--- config.mk ---
export PLATFORM = sky130hd
export DESIGN_NAME = day_count_date_converter_core
export DESIGN_NICKNAME = d
export VERILOG_FILES = /design/src/design/dcdc_pkg.sv /design/src/design/day_count_date_converter_core.sv
export SDC_FILE = /design/constraint.sdc
export NUM_CORES = 1
export LEC_CHECK = 0
export BUFFER_PORTS_ARGS = -buffer_cell sky130_fd_sc_hd__buf_4
export CAP_MARGIN = 20
export CORE_UTILIZATION = 55
export CTS_BUF_LIST = sky130_fd_sc_hd__clkbuf_8 sky130_fd_sc_hd__clkbuf_16
export CTS_CLUSTER_DIAMETER = 80
export DETAILED_ROUTE_END_ITERATION = 7
export HOLD_SLACK_MARGIN = 0.15
export PLACE_DENSITY_LB_ADDON = 0.2
export SYNTH_ARGS = -nofsm -noshare
export SYNTH_HDL_FRONTEND = slang
export SYNTH_SLANG_ARGS = --single-unit
export TNS_END_PERCENT = 1
--- constraint.sdc ---
create_clock -name clk -period 9.7 [get_ports clk]
set_clock_uncertainty 0.15 [all_clocks]
set_input_delay 0.97 -clock clk [delete_from_list [all_inputs] [get_ports clk]]
set_output_delay 0.97 -clock clk [all_outputs]
set_load 0.02 [all_outputs]
--- src/design/dcdc_pkg.sv ---
// ---------------------------------------------------------------------------
// dcdc_pkg
// Shared types, constants and calendar tables for the day count / date
// converter.
// ---------------------------------------------------------------------------
package dcdc_pkg;

    localparam int CNT_W   = 20;
    localparam int YIN_W   = 12;
    localparam int YEAR_W  = 13;
    localparam int MON_W   = 4;
    localparam int DAY_W   = 5;
    localparam int DOY_W   = 9;
    localparam int Y400_W  = 9;

    localparam int EPOCH_YEAR = 1980;

    localparam logic [YEAR_W-1:0] EPOCH_YEAR_C = YEAR_W'(EPOCH_YEAR);
    localparam logic [Y400_W-1:0] EPOCH_MOD400 = Y400_W'(EPOCH_YEAR % 400);

    localparam logic [CNT_W-1:0] DAYS_400Y = CNT_W'(365 * 400 + 97);
    localparam logic [CNT_W-1:0] DAYS_100Y = CNT_W'(365 * 100 + 24);
    localparam logic [CNT_W-1:0] DAYS_4Y   = CNT_W'(365 * 4);
    localparam logic [CNT_W-1:0] DAYS_1Y   = CNT_W'(365);

    localparam logic ACT_DECODE = 1'b0;
    localparam logic ACT_ENCODE = 1'b1;

    typedef enum logic [2:0] {
        ST_IDLE,
        ST_YEARS,
        ST_MONTHS,
        ST_FINISH,
        ST_SUM,
        ST_DONE
    } dcdc_state_t;

    // length of month, zero-based index
    function automatic logic [DAY_W-1:0] month_len(input logic [MON_W-1:0] idx,
                                                   input logic leap);
        logic [DAY_W-1:0] len;
        begin
            case (idx)
                4'd1:    len = leap ? 5'd29 : 5'd28;
                4'd3:    len = 5'd30;
                4'd5:    len = 5'd30;
                4'd8:    len = 5'd30;
                4'd10:   len = 5'd30;
                default: len = 5'd31;
            endcase
            return len;
        end
    endfunction

    // days in a common year before the first of a one-based month
    function automatic logic [DOY_W-1:0] days_before(input logic [MON_W-1:0] mon);
        logic [DOY_W-1:0] d;
        begin
            case (mon)
                4'd2:    d = 9'd31;
                4'd3:    d = 9'd59;
                4'd4:    d = 9'd90;
                4'd5:    d = 9'd120;
                4'd6:    d = 9'd151;
                4'd7:    d = 9'd181;
                4'd8:    d = 9'd212;
                4'd9:    d = 9'd243;
                4'd10:   d = 9'd273;
                4'd11:   d = 9'd304;
                4'd12:   d = 9'd334;
                default: d = 9'd0;
            endcase
            return d;
        end
    endfunction

endpackage

--- src/design/day_count_date_converter_core.sv ---
// ---------------------------------------------------------------------------
// day_count_date_converter_core
// Gregorian day count (from 1980-01-01) to calendar date and back.
//
// Input channel: in_valid / in_stall with action, count_in, year_in,
// month_in, day_in. Output channel: out_valid / out_stall with year_out,
// month_out, day_out, count_out, day_of_year, leap_year. One result beat
// per input beat, in order.
// One item at a time: in_stall is high from acceptance until the result is
// loaded into the output register. A loop steps years in blocks of 400,
// 100, 4 or 1 through one shared add/subtract unit, then (decode only)
// steps months. The run time depends on the year and date, set mostly
// by the number of year steps.
// The output register holds a result while out_stall is high; a new item
// can be accepted meanwhile, and its result waits until the register frees.
// Reset (rst_n low, asynchronous) returns to idle and drops out_valid.
// ---------------------------------------------------------------------------
module day_count_date_converter_core (
    input  logic                         clk,
    input  logic                         rst_n,
    input  logic                         in_valid,
    output logic                         in_stall,
    input  logic                         action,
    input  logic [dcdc_pkg::CNT_W-1:0]   count_in,
    input  logic [dcdc_pkg::YIN_W-1:0]   year_in,
    input  logic [dcdc_pkg::MON_W-1:0]   month_in,
    input  logic [dcdc_pkg::DAY_W-1:0]   day_in,
    output logic                         out_valid,
    input  logic                         out_stall,
    output logic [dcdc_pkg::YEAR_W-1:0]  year_out,
    output logic [dcdc_pkg::MON_W-1:0]   month_out,
    output logic [dcdc_pkg::DAY_W-1:0]   day_out,
    output logic [dcdc_pkg::CNT_W-1:0]   count_out,
    output logic [dcdc_pkg::DOY_W-1:0]   day_of_year,
    output logic                         leap_year
);
    import dcdc_pkg::*;

    dcdc_state_t        state_reg, state_next;
    logic               out_valid_reg, out_valid_next;

    logic               act_reg, act_next;
    logic [CNT_W-1:0]   acc_reg, acc_next;
    logic [CNT_W-1:0]   count_reg, count_next;
    logic [YEAR_W-1:0]  year_reg, year_next;
    logic [Y400_W-1:0]  y400_reg, y400_next;
    logic [YIN_W-1:0]   diff_reg, diff_next;
    logic [MON_W-1:0]   mon_reg, mon_next;
    logic [DAY_W-1:0]   day_reg, day_next;
    logic [DOY_W-1:0]   doy_reg, doy_next;

    logic [YEAR_W-1:0]  year_out_reg, year_out_next;
    logic [MON_W-1:0]   month_out_reg, month_out_next;
    logic [DAY_W-1:0]   day_out_reg, day_out_next;
    logic [CNT_W-1:0]   count_out_reg, count_out_next;
    logic [DOY_W-1:0]   doy_out_reg, doy_out_next;
    logic               leap_out_reg, leap_out_next;

    logic               in_accept;
    logic               out_free;
    logic               leap, cent;
    logic [CNT_W-1:0]   len100, len4, len1;
    logic               fit400, fit100, fit4, fit1;
    logic               sub;
    logic [CNT_W-1:0]   op;
    logic [CNT_W-1:0]   sum;
    logic [Y400_W-1:0]  ystep;
    logic [Y400_W:0]    ysum;
    logic [YIN_W-1:0]   year_c;
    logic [MON_W-1:0]   mon_c;
    logic [DAY_W-1:0]   mlen;
    logic [DAY_W-1:0]   day_fix;

    assign in_stall    = (state_reg != ST_IDLE);
    assign in_accept   = in_valid && !in_stall;
    assign out_free    = !out_valid_reg || !out_stall;

    assign out_valid   = out_valid_reg;
    assign year_out    = year_out_reg;
    assign month_out   = month_out_reg;
    assign day_out     = day_out_reg;
    assign count_out   = count_out_reg;
    assign day_of_year = doy_out_reg;
    assign leap_year   = leap_out_reg;

    // year mod 400 drives the leap and alignment tests
    assign cent = (y400_reg == 9'd0) || (y400_reg == 9'd100) ||
                  (y400_reg == 9'd200) || (y400_reg == 9'd300);
    assign leap = (y400_reg[1:0] == 2'd0) &&
                  !((y400_reg == 9'd100) || (y400_reg == 9'd200) || (y400_reg == 9'd300));

    assign len100 = DAYS_100Y + CNT_W'(leap);
    assign len4   = DAYS_4Y + CNT_W'(leap);
    assign len1   = DAYS_1Y + CNT_W'(leap);

    assign fit400 = act_reg ? (diff_reg >= 12'd400) : (acc_reg >= DAYS_400Y);
    assign fit100 = cent && (act_reg ? (diff_reg >= 12'd100) : (acc_reg >= len100));
    assign fit4   = (y400_reg[1:0] == 2'd0) &&
                    (act_reg ? (diff_reg >= 12'd4) : (acc_reg >= len4));
    assign fit1   = act_reg ? (diff_reg != 12'd0) : (acc_reg >= len1);

    // shared add/subtract unit
    assign sum  = sub ? (acc_reg - op) : (acc_reg + op);
    assign ysum = {1'b0, y400_reg} + {1'b0, ystep};

    assign year_c = (year_in < YIN_W'(EPOCH_YEAR)) ? YIN_W'(EPOCH_YEAR) : year_in;
    assign mon_c  = ((month_in == 4'd0) || (month_in > 4'd12)) ? 4'd1 : month_in;

    assign mlen    = (state_reg == ST_MONTHS) ? month_len(mon_reg, leap)
                                              : month_len(mon_reg - 4'd1, leap);
    assign day_fix = ((day_reg == 5'd0) || (day_reg > mlen)) ? 5'd1 : day_reg;

    always_comb
    begin
        state_next     = state_reg;
        out_valid_next = out_valid_reg;
        act_next       = act_reg;
        acc_next       = acc_reg;
        count_next     = count_reg;
        year_next      = year_reg;
        y400_next      = y400_reg;
        diff_next      = diff_reg;
        mon_next       = mon_reg;
        day_next       = day_reg;
        doy_next       = doy_reg;
        year_out_next  = year_out_reg;
        month_out_next = month_out_reg;
        day_out_next   = day_out_reg;
        count_out_next = count_out_reg;
        doy_out_next   = doy_out_reg;
        leap_out_next  = leap_out_reg;
        sub            = 1'b1;
        op             = '0;
        ystep          = '0;

        if (out_valid_reg && !out_stall)
        begin
            out_valid_next = 1'b0;
        end

        case (state_reg)
            ST_IDLE:
            begin
                if (in_accept)
                begin
                    act_next   = action;
                    count_next = count_in;
                    acc_next   = (action == ACT_DECODE) ? count_in : '0;
                    year_next  = EPOCH_YEAR_C;
                    y400_next  = EPOCH_MOD400;
                    diff_next  = year_c - YIN_W'(EPOCH_YEAR);
                    mon_next   = mon_c;
                    day_next   = day_in;
                    state_next = ST_YEARS;
                end
            end

            ST_YEARS:
            begin
                sub = (act_reg == ACT_DECODE);
                if (fit400)
                begin
                    op    = DAYS_400Y;
                    ystep = 9'd400;
                end
                else if (fit100)
                begin
                    op    = len100;
                    ystep = 9'd100;
                end
                else if (fit4)
                begin
                    op    = len4;
                    ystep = 9'd4;
                end
                else if (fit1)
                begin
                    op    = len1;
                    ystep = 9'd1;
                end

                if (fit400 || fit100 || fit4 || fit1)
                begin
                    acc_next  = sum;
                    year_next = year_reg + YEAR_W'(ystep);
                    diff_next = diff_reg - YIN_W'(ystep);
                    y400_next = (ysum >= 10'd400) ? Y400_W'(ysum - 10'd400)
                                                  : ysum[Y400_W-1:0];
                end
                else if (act_reg == ACT_DECODE)
                begin
                    doy_next   = acc_reg[DOY_W-1:0];
                    mon_next   = 4'd0;
                    state_next = ST_MONTHS;
                end
                else
                begin
                    state_next = ST_FINISH;
                end
            end

            ST_MONTHS:
            begin
                // mon_reg is the zero-based month under test
                op = CNT_W'(mlen);
                if ((mon_reg < 4'd11) && (acc_reg >= CNT_W'(mlen)))
                begin
                    acc_next = sum;
                    mon_next = mon_reg + 4'd1;
                end
                else
                begin
                    mon_next   = mon_reg + 4'd1;
                    day_next   = acc_reg[DAY_W-1:0] + 5'd1;
                    state_next = ST_DONE;
                end
            end

            ST_FINISH:
            begin
                day_next   = day_fix;
                doy_next   = days_before(mon_reg)
                           + DOY_W'(leap && (mon_reg > 4'd2))
                           + DOY_W'(day_fix) - 9'd1;
                state_next = ST_SUM;
            end

            ST_SUM:
            begin
                sub        = 1'b0;
                op         = CNT_W'(doy_reg);
                acc_next   = sum;
                state_next = ST_DONE;
            end

            ST_DONE:
            begin
                if (out_free)
                begin
                    out_valid_next = 1'b1;
                    year_out_next  = year_reg;
                    month_out_next = mon_reg;
                    day_out_next   = day_reg;
                    count_out_next = (act_reg == ACT_ENCODE) ? acc_reg : count_reg;
                    doy_out_next   = doy_reg;
                    leap_out_next  = leap;
                    state_next     = ST_IDLE;
                end
            end

            default:
            begin
                state_next = ST_IDLE;
            end
        endcase
    end

    always_ff @(posedge clk or negedge rst_n)
    begin
        if (!rst_n)
        begin
            state_reg     <= ST_IDLE;
            out_valid_reg <= 1'b0;
        end
        else
        begin
            state_reg     <= state_next;
            out_valid_reg <= out_valid_next;
        end
    end

    always_ff @(posedge clk)
    begin
        act_reg       <= act_next;
        acc_reg       <= acc_next;
        count_reg     <= count_next;
        year_reg      <= year_next;
        y400_reg      <= y400_next;
        diff_reg      <= diff_next;
        mon_reg       <= mon_next;
        day_reg       <= day_next;
        doy_reg       <= doy_next;
        year_out_reg  <= year_out_next;
        month_out_reg <= month_out_next;
        day_out_reg   <= day_out_next;
        count_out_reg <= count_out_next;
        doy_out_reg   <= doy_out_next;
        leap_out_reg  <= leap_out_next;
    end

endmodule
==> results by group, run 1 <==
Worst setup path
  – R2r endpoint: acc_reg[18]$_DFFE_PP_
  – CP arrival: 7200 ps
  – Worst EP required: roughly 10000 ps
  – CP endpoint kind: register
  – Critical Path Source Type: register
  – Worst setup startpoint: y400_reg[2]$_SDFFCE_PN1P_
  – R2R setup slack: between 2000 and 3000 ps
  – Reg2Reg Depth: 22
  – Critical Path End: acc_reg[18]$_DFFE_PP_
  – CP Class: register to register
  – Reg2Reg Launch Point: y400_reg[2]$_SDFFCE_PN1P_
  – Crit path max fanout: 6

Timing
  – Setup TNS: 0 ps
  – Worst slew pin tran: 931 ps
  – Final Cycle Share: 0.729
  – Final Slew Violations: 0
  – Fin. Hold Viols: 0
  – Fin worst setup slack: between 2000 and 3000 ps
  – Final setup violating endpoints: 0
  – Worst slew margin: 0.378
  – RSZ-0062 raised after global routing: no
  – F_max: approximately 0.14 GHz
  – Final min period: 7080 ps

Drt
  – Vias per std cell: between 6 and 7
  – Antenna-violating nets left: 0
  – Starting DRC count in detailed routing: ~630
  – DRC: 0
  – DRT Pass-1 Iters: 5
  – Wire per inst: 18.0 um
  – DRT Wirelength: 23.3 mm
  – DR vias: between 7000 and 8000

Die
  – Die X-Extent: between 100 and 150 um
  – Area of the die: about 19000 sq um
  – Die Height: 137 um
  – Num ports: 100
  – Starting Density: 0.561
  – Rows: 49
  – Core Footprint: between 15000 and 20000 sq um

Clocking
  – Clock sinks: about 160
  – Number of gates resized after cts: 0
  – Hold buffers post-CTS: 0
  – Inserted Clock Buffers: 17
  – Clock buffer depth: 2
  – CTS tree: yes
  – Clock transition at path regs: around 60 ps
  – Clock latency on the worst-skew pair: approximately 430 ps
  – H-tree depth: 4
  – CTS Root Cell: clkbuf_16
  – Post-CTS setup buffer count: 0

Final layout
  – Commonest non-fill, non-tap cell in the layout: edfxtp_1
  – Filler Cell Count: about 1400
  – Antenna cells: 0
  – Commonest cells after routing, fill and taps aside: edfxtp_1, buf_4, ha_1
  – Share of cells above drive strength 1: 0.180
  – Area Growth Syn to Fin: 16.2%
  – Post-layout nets: ~1200

Placed design
  – IO buf count: between 90 and 100
  – Post-place setup slack: approximately 2700 ps
  – Detailed placement HPWL: between 15 and 20 mm
  – GP Congestion: ~0.90

Yosys
  – Dominant synthesized flop cell: edfxtp_1
  – Mean Syn Cell Area: around 11 sq um
  – Async set-reset flop share out of synthesis: 0.0253
  – Mapped Area: 10100 sq um
  – Post-synth EDFFs: roughly 150
  – Seq/Total Area, Yosys: 0.460
  – Syn_nets: between 1000 and 1500
  – Ys Warns: 0
  – FF+latch count, synth: 158
  – Count of different cell masters after synthesis: 80
  – Synth Instances: around 950

Global routing
  – Vias in the first global route: roughly 7400
  – GRT overflow: 0
  – Initial antenna violation count: 0
  – First-pass GRT wire length: around 37 mm
  – Tot GR Track Use: 0.258
  – Maximum number of pins on one net before global-route repair: 44

Power
  – VDD IR max: around 0.17 mV
  – Lkg Pwr: 0.00484 uW
  – Total chip power: 4040 uW
  – Power Density: 345 nW/um^2

Flow run
  – Max-Cap Viols: 0

Run status
  – Status: finished, final reports clean

Worst hold path
  – HP Class: primary input to asynchronous set/reset pin
## metrics by stage
stage / hold WS, ps / cells / util / instance area (sq um)
6_report: 181 / 1292 / 0.651 / 11700
5_1_grt: 174 / 1292 / 0.651 / 11700
4_1_cts: 167 / 1291 / 0.651 / 11700
3_5_place_dp: 311 / 1261 / 0.618 / 11100
3_3_place_gp: 314 / 1260 / 0.617 / 11100
2_1_floorplan: 274 / 954 / - / 10100
## power by group
group          leakage [uW]  total [uW]  internal (uW)  switching, uW
sequential          0.00152        1260           1050            204
clock              0.000299         697            425            272
combinational       0.00302        2090            940           1150
## area by class of cell
cell class,instances,area [sq um],area share
Clock buffer,17,425,0.0364
Clock inverter,13,174,0.0149
Inverter,61,229,0.0196
Multi-Input combinational cell,705,5130,0.438
Sequential cell,158,4630,0.396
Tap cell,229,287,0.0245
Timing Repair Buffer,109,826,0.0706
## cells in the mapped netlist, types with 22 or more instances
| cell | number | area share |
|---|---|---|
| o21ai_0 | 61 | 0.030 |
| xnor2_1 | 46 | 0.040 |
| nand2b_1 | 22 | 0.014 |
| a21o_1 | 27 | 0.020 |
| a21oi_1 | 48 | 0.024 |
| inv_1 | 61 | 0.023 |
| nand3_1 | 36 | 0.018 |
| ha_1 | 86 | 0.11 |
| nor2_1 | 58 | 0.022 |
| nand2_1 | 73 | 0.027 |
| clkbuf_1 | 26 | 0.0097 |
| edfxtp_1 | 145 | 0.43 |
| mux2_2 | 25 | 0.028 |
| xor2_1 | 25 | 0.022 |
## critical path: stages (launching register included)
cell and delay (ps):
edfxtp_1 440, or3b_2 500, mux2i_1 130, a2111o_1 300, ha_1 290, nor3b_1 170, o21ai_0 110, a311o_1 410
o211ai_2 170, o221ai_1 190, or4_4 570, o41a_1 450, xnor2_1 140, ha_1 320, o21a_1 200, o21ai_0 260
a21oi_1 110, o31a_1 280, o31a_1 260, o41ai_1 570, o21ai_0 280, or4_1 500, o211ai_1 100
## worst min-delay path by stage
stage | cells after the start | endpoint | start | slack, ps
3_3_place_gp | 0 | year_out[7]$_DFFE_PP_ | year_reg[7]$_SDFFCE_PN1P_ | 310
5_1_grt | 1 | state_reg[0]$_DFFE_PN0P_ | rst_n | 170
4_1_cts | 1 | state_reg[0]$_DFFE_PN0P_ | rst_n | 170
6_report | 1 | state_reg[0]$_DFFE_PN0P_ | rst_n | 180
2_1_floorplan | 0 | month_out[2]$_DFFE_PP_ | mon_reg[2]$_DFFE_PP_ | 270
3_5_place_dp | 0 | year_out[8]$_DFFE_PP_ | year_reg[8]$_SDFFCE_PN1P_ | 310
## metal layers
| layer | part of all wire | track usage |
|---|---|---|
| met3 | 0.042 | 0.0405 |
| met2 | 0.49 | 0.430 |
| met1 | 0.45 | 0.340 |
| met5 | 0 | 0 |
| met4 | 0.017 | 0.0904 |
## cell families (layout without fill, tap and decap cells)
logic type	after synthesis	after routing	share of synthesized area
adder cells (fa/ha/maj)	88	88	0.111
XOR/XNOR	71	71	0.0617
flip-flops	158	158	0.460
buffers and inverters	91	200	0.0344
multiplexers	33	33	0.0359
AND/OR/NAND/NOR	269	269	0.135
AO/OA/AOI/OAI	244	244	0.162
Note: power is estimated with default switching activity, not from simulation.
==> run 2, diff against run 1 <==
--- a/config.mk
+++ b/config.mk
@@ -7,7 +7,7 @@
 export LEC_CHECK = 0
 export BUFFER_PORTS_ARGS = -buffer_cell sky130_fd_sc_hd__buf_4
 export CAP_MARGIN = 20
-export CORE_UTILIZATION = 55
+export CORE_UTILIZATION = 54
 export CTS_BUF_LIST = sky130_fd_sc_hd__clkbuf_8 sky130_fd_sc_hd__clkbuf_16
 export CTS_CLUSTER_DIAMETER = 80
 export DETAILED_ROUTE_END_ITERATION = 7
==> constraint.sdc (replaced) <==
create_clock -name clk -period 6.3 [get_ports clk]
set_clock_uncertainty 0.15 [all_clocks]
set_input_delay 0.63 -clock clk [delete_from_list [all_inputs] [get_ports clk]]
set_output_delay 0.63 -clock clk [all_outputs]
set_load 0.02 [all_outputs]
==> run 2 against run 1 <==
  * The run now ends with DRC, setup timing left
  * First-iteration DRC count is 10% higher
  * Utilization rose by 0.93 points
  * Critical path depth unchanged
  * Non-clock buffer count increased by 25
  * Register-to-register slack worse by 2700 ps
  * Largest cell class unchanged
  * Combinational power increased by 65%
==> results by group, run 2 (synthesis results as in run 1) <==
Run status
  – Status: complete, but fails checks
  – Failing checks: DRC, setup timing

Final layout
  – Finished Cell Area: 12000 sq um (+2.5%)
  – Storage element area: 4630 sq um (unchanged)
  – Area Growth Syn to Fin: 19.0%
  – Commonest cells after routing, fill and taps aside: edfxtp_1, buf_4, ha_1
  – Post-layout nets: 1211 (+2.1%)
  – Commonest non-fill, non-tap cell in the layout: edfxtp_1
  – Share of cells above drive strength 1: 0.202 (+0.0223)
  – Antenna cells: 0 (unchanged)
  – Multi-input gate area: 5180 sq um (+1.1%)
  – Filler Cell Count: 1430 (+0.49%)

Flow run
  – Max-Cap Viols: 0 (unchanged)

Clocking
  – Clock transition at path regs: 70 ps (about the same)
  – CTS tree: yes
  – Clock latency on the worst-skew pair: 420 ps (about the same)
  – H-tree depth: 4 (unchanged)
  – Clock buffer depth: 2 (unchanged)
  – CTS Root Cell: clkbuf_16
  – Clock sinks: 158 (unchanged)
  – Inserted Clock Buffers: 17 (unchanged)

Die
  – Area of the die: 19200 sq um (+1.8%)
  – Num ports: 100 (unchanged)
  – Rows: 49 (unchanged)
  – Starting Density: 0.555 (-0.00568)
  – Die X-Extent: 139 um (+0.91%)
  – Die Height: 139 um (+0.91%)
  – Core Footprint: 18100 sq um (+1.0%)

Timing
  – Worst slew pin tran: 1050 ps (+122 ps)
  – RSZ-0062 raised after global routing: yes
  – Fin. Hold Viols: 0 (unchanged)
  – Worst slew margin: 0.296 (-0.0817)
  – Fin worst setup slack: -105 ps (-2730 ps)
  – Final setup violating endpoints: 3 (+3)
  – Final min period: 6410 ps (-670 ps)
  – Final Cycle Share: 1.02 (+0.287)
  – WHS: 241 ps (+60.4 ps)
  – Final Slew Violations: 0 (unchanged)
  – F_max: 0.156 GHz (+10%)

Global routing
  – Initial antenna violation count: 0 (unchanged)
  – Maximum number of pins on one net before global-route repair: 44 (unchanged)
  – GRT overflow: 0 (unchanged)
  – First-pass GRT wire length: 38.5 mm (+4.4%)
  – Vias in the first global route: 7542 (+2.2%)
  – Tot GR Track Use: 0.254 (-0.00358)

Power
  – Psw: 2570 uW (+58%)
  – Lkg Pwr: 0.00500 uW (+3.3%)
  – Cell Int Power: 3930 uW (+62%)
  – Clock share of power: 0.177 (+0.004)
  – Logic pwr share: 0.532 (+0.016)
  – VDD IR max: 0.258 mV (+48%)
  – Reg power frac: 0.291 (-0.020)
  – Sw frac: 0.395 (-0.00609)
  – Power Density: 541 nW/um^2 (+57%)

Drt
  – DRT Pass-1 Iters: 8 (+3)
  – Starting DRC count in detailed routing: 691 (+10%)
  – DRT Wirelength: 24.0 mm (+2.9%)
  – DR vias: 7918 (+2.1%)
  – Wire per inst: 18.2 um (+0.88%)
  – DRC: 5 (+5)
  – Vias per std cell: 6.01 (+0.11%)
  – Antenna-violating nets left: 0 (unchanged)

Worst setup path
  – Worst EP required: 6410 ps (-3410 ps)
  – Crit path max fanout: 4 (-2)
  – CP arrival: 6520 ps (-680 ps)
  – CP endpoint kind: register
  – Reg2Reg Depth: 22 (unchanged)
  – Critical Path Source Type: register
  – CP Class: register to register

Placed design
  – Placement Cell Area: 11300 sq um (+1.5%)
  – IO buf count: 99 (unchanged)
  – GP Congestion: 0.981 (+9.1%)
  – Detailed placement HPWL: 17.0 mm (+1.1%)

Worst hold path
  – Worst Hold Path Cells: 1
  – HP Class: primary input to register
run 2: power groups by stage:
stage          sequential [uW]  clock [uW]  combinational [uW]
5_1_grt                   1920        1200                3850
6_report                  1890        1150                3450
2_1_floorplan             1800           0                2560
4_1_cts                   1880        1160                3350
3_3_place_gp              1890           0                3210
3_5_place_dp              1900           0                3280
run 2: stage by stage:
step,total power [uW],setup slack (ps),utilization,cells,TNS [ps]
2_1_floorplan,4360,38.9,-,954,0
3_3_place_gp,5110,36.8,0.620,1282,0
3_5_place_dp,5180,-175,0.620,1282,-261
4_1_cts,6400,0.551,0.657,1314,0
5_1_grt,6970,-334,0.661,1318,-1110
6_report,6490,-105,0.661,1318,-189
run 2: worst max-delay path: stages, from the launching register on:
cell	delay, ps
edfxtp_1	430
or3b_4	260
mux2i_1	60
a2111o_1	490
ha_1	340
nor3b_1	270
o21ai_0	170
a311o_1	390
o211ai_2	110
o31ai_1	140
or4_4	550
o41a_1	440
xnor2_1	170
ha_1	270
o21a_1	220
o21ai_2	140
a21oi_1	80
o31a_1	280
o31a_1	290
o41ai_4	280
o21ai_1	140
or4_1	480
o211ai_1	100
run 2: final cells by class:
class,instances,area share
clock inverters,14,0.0188
clock buffers,17,0.0355
multi-input cells,705,0.432
well taps,229,0.0239
flip-flops and latches,158,0.387
inverters,61,0.0191
repair buffers,134,0.0841
run 2: path summary, 6_finish.rpt:
| kind | from | slack (ps) | to |
|---|---|---|---|
| max | y400_reg[7]$_SDFFCE_PN0P_ | -110 | acc_reg[18]$_DFFE_PP_ |
| min | count_in[13] | 240 | count_reg[13]$_DFFE_PP_ |
| max reg2reg | y400_reg[7]$_SDFFCE_PN0P_ | -110 | acc_reg[18]$_DFFE_PP_ |
| min reg2reg | year_reg[7]$_SDFFCE_PN1P_ | 310 | year_out[7]$_DFFE_PP_ |
| max in group asynchronous | rst_n | 5490 | out_valid$_DFF_PN0_ |
| min in group asynchronous | rst_n | 400 | state_reg[2]$_DFFE_PN0P_ |
run 2: per-layer routing:
metal  up-vias  share of wire  track usage
met5         -              0            0
met1      3826           0.45        0.340
met4         0          0.019       0.0804
met2       261           0.49        0.425
met3        32          0.050       0.0407
li1       3799              -            -
run 2: timing repair:
action	4_1_cts	5_1_grt
pin swaps	0	1
buffers inserted	0	3
hold buffers	1	0
endpoints found under the setup margin	3	5
endpoints found under the hold margin	4	0
resized for setup	2	8
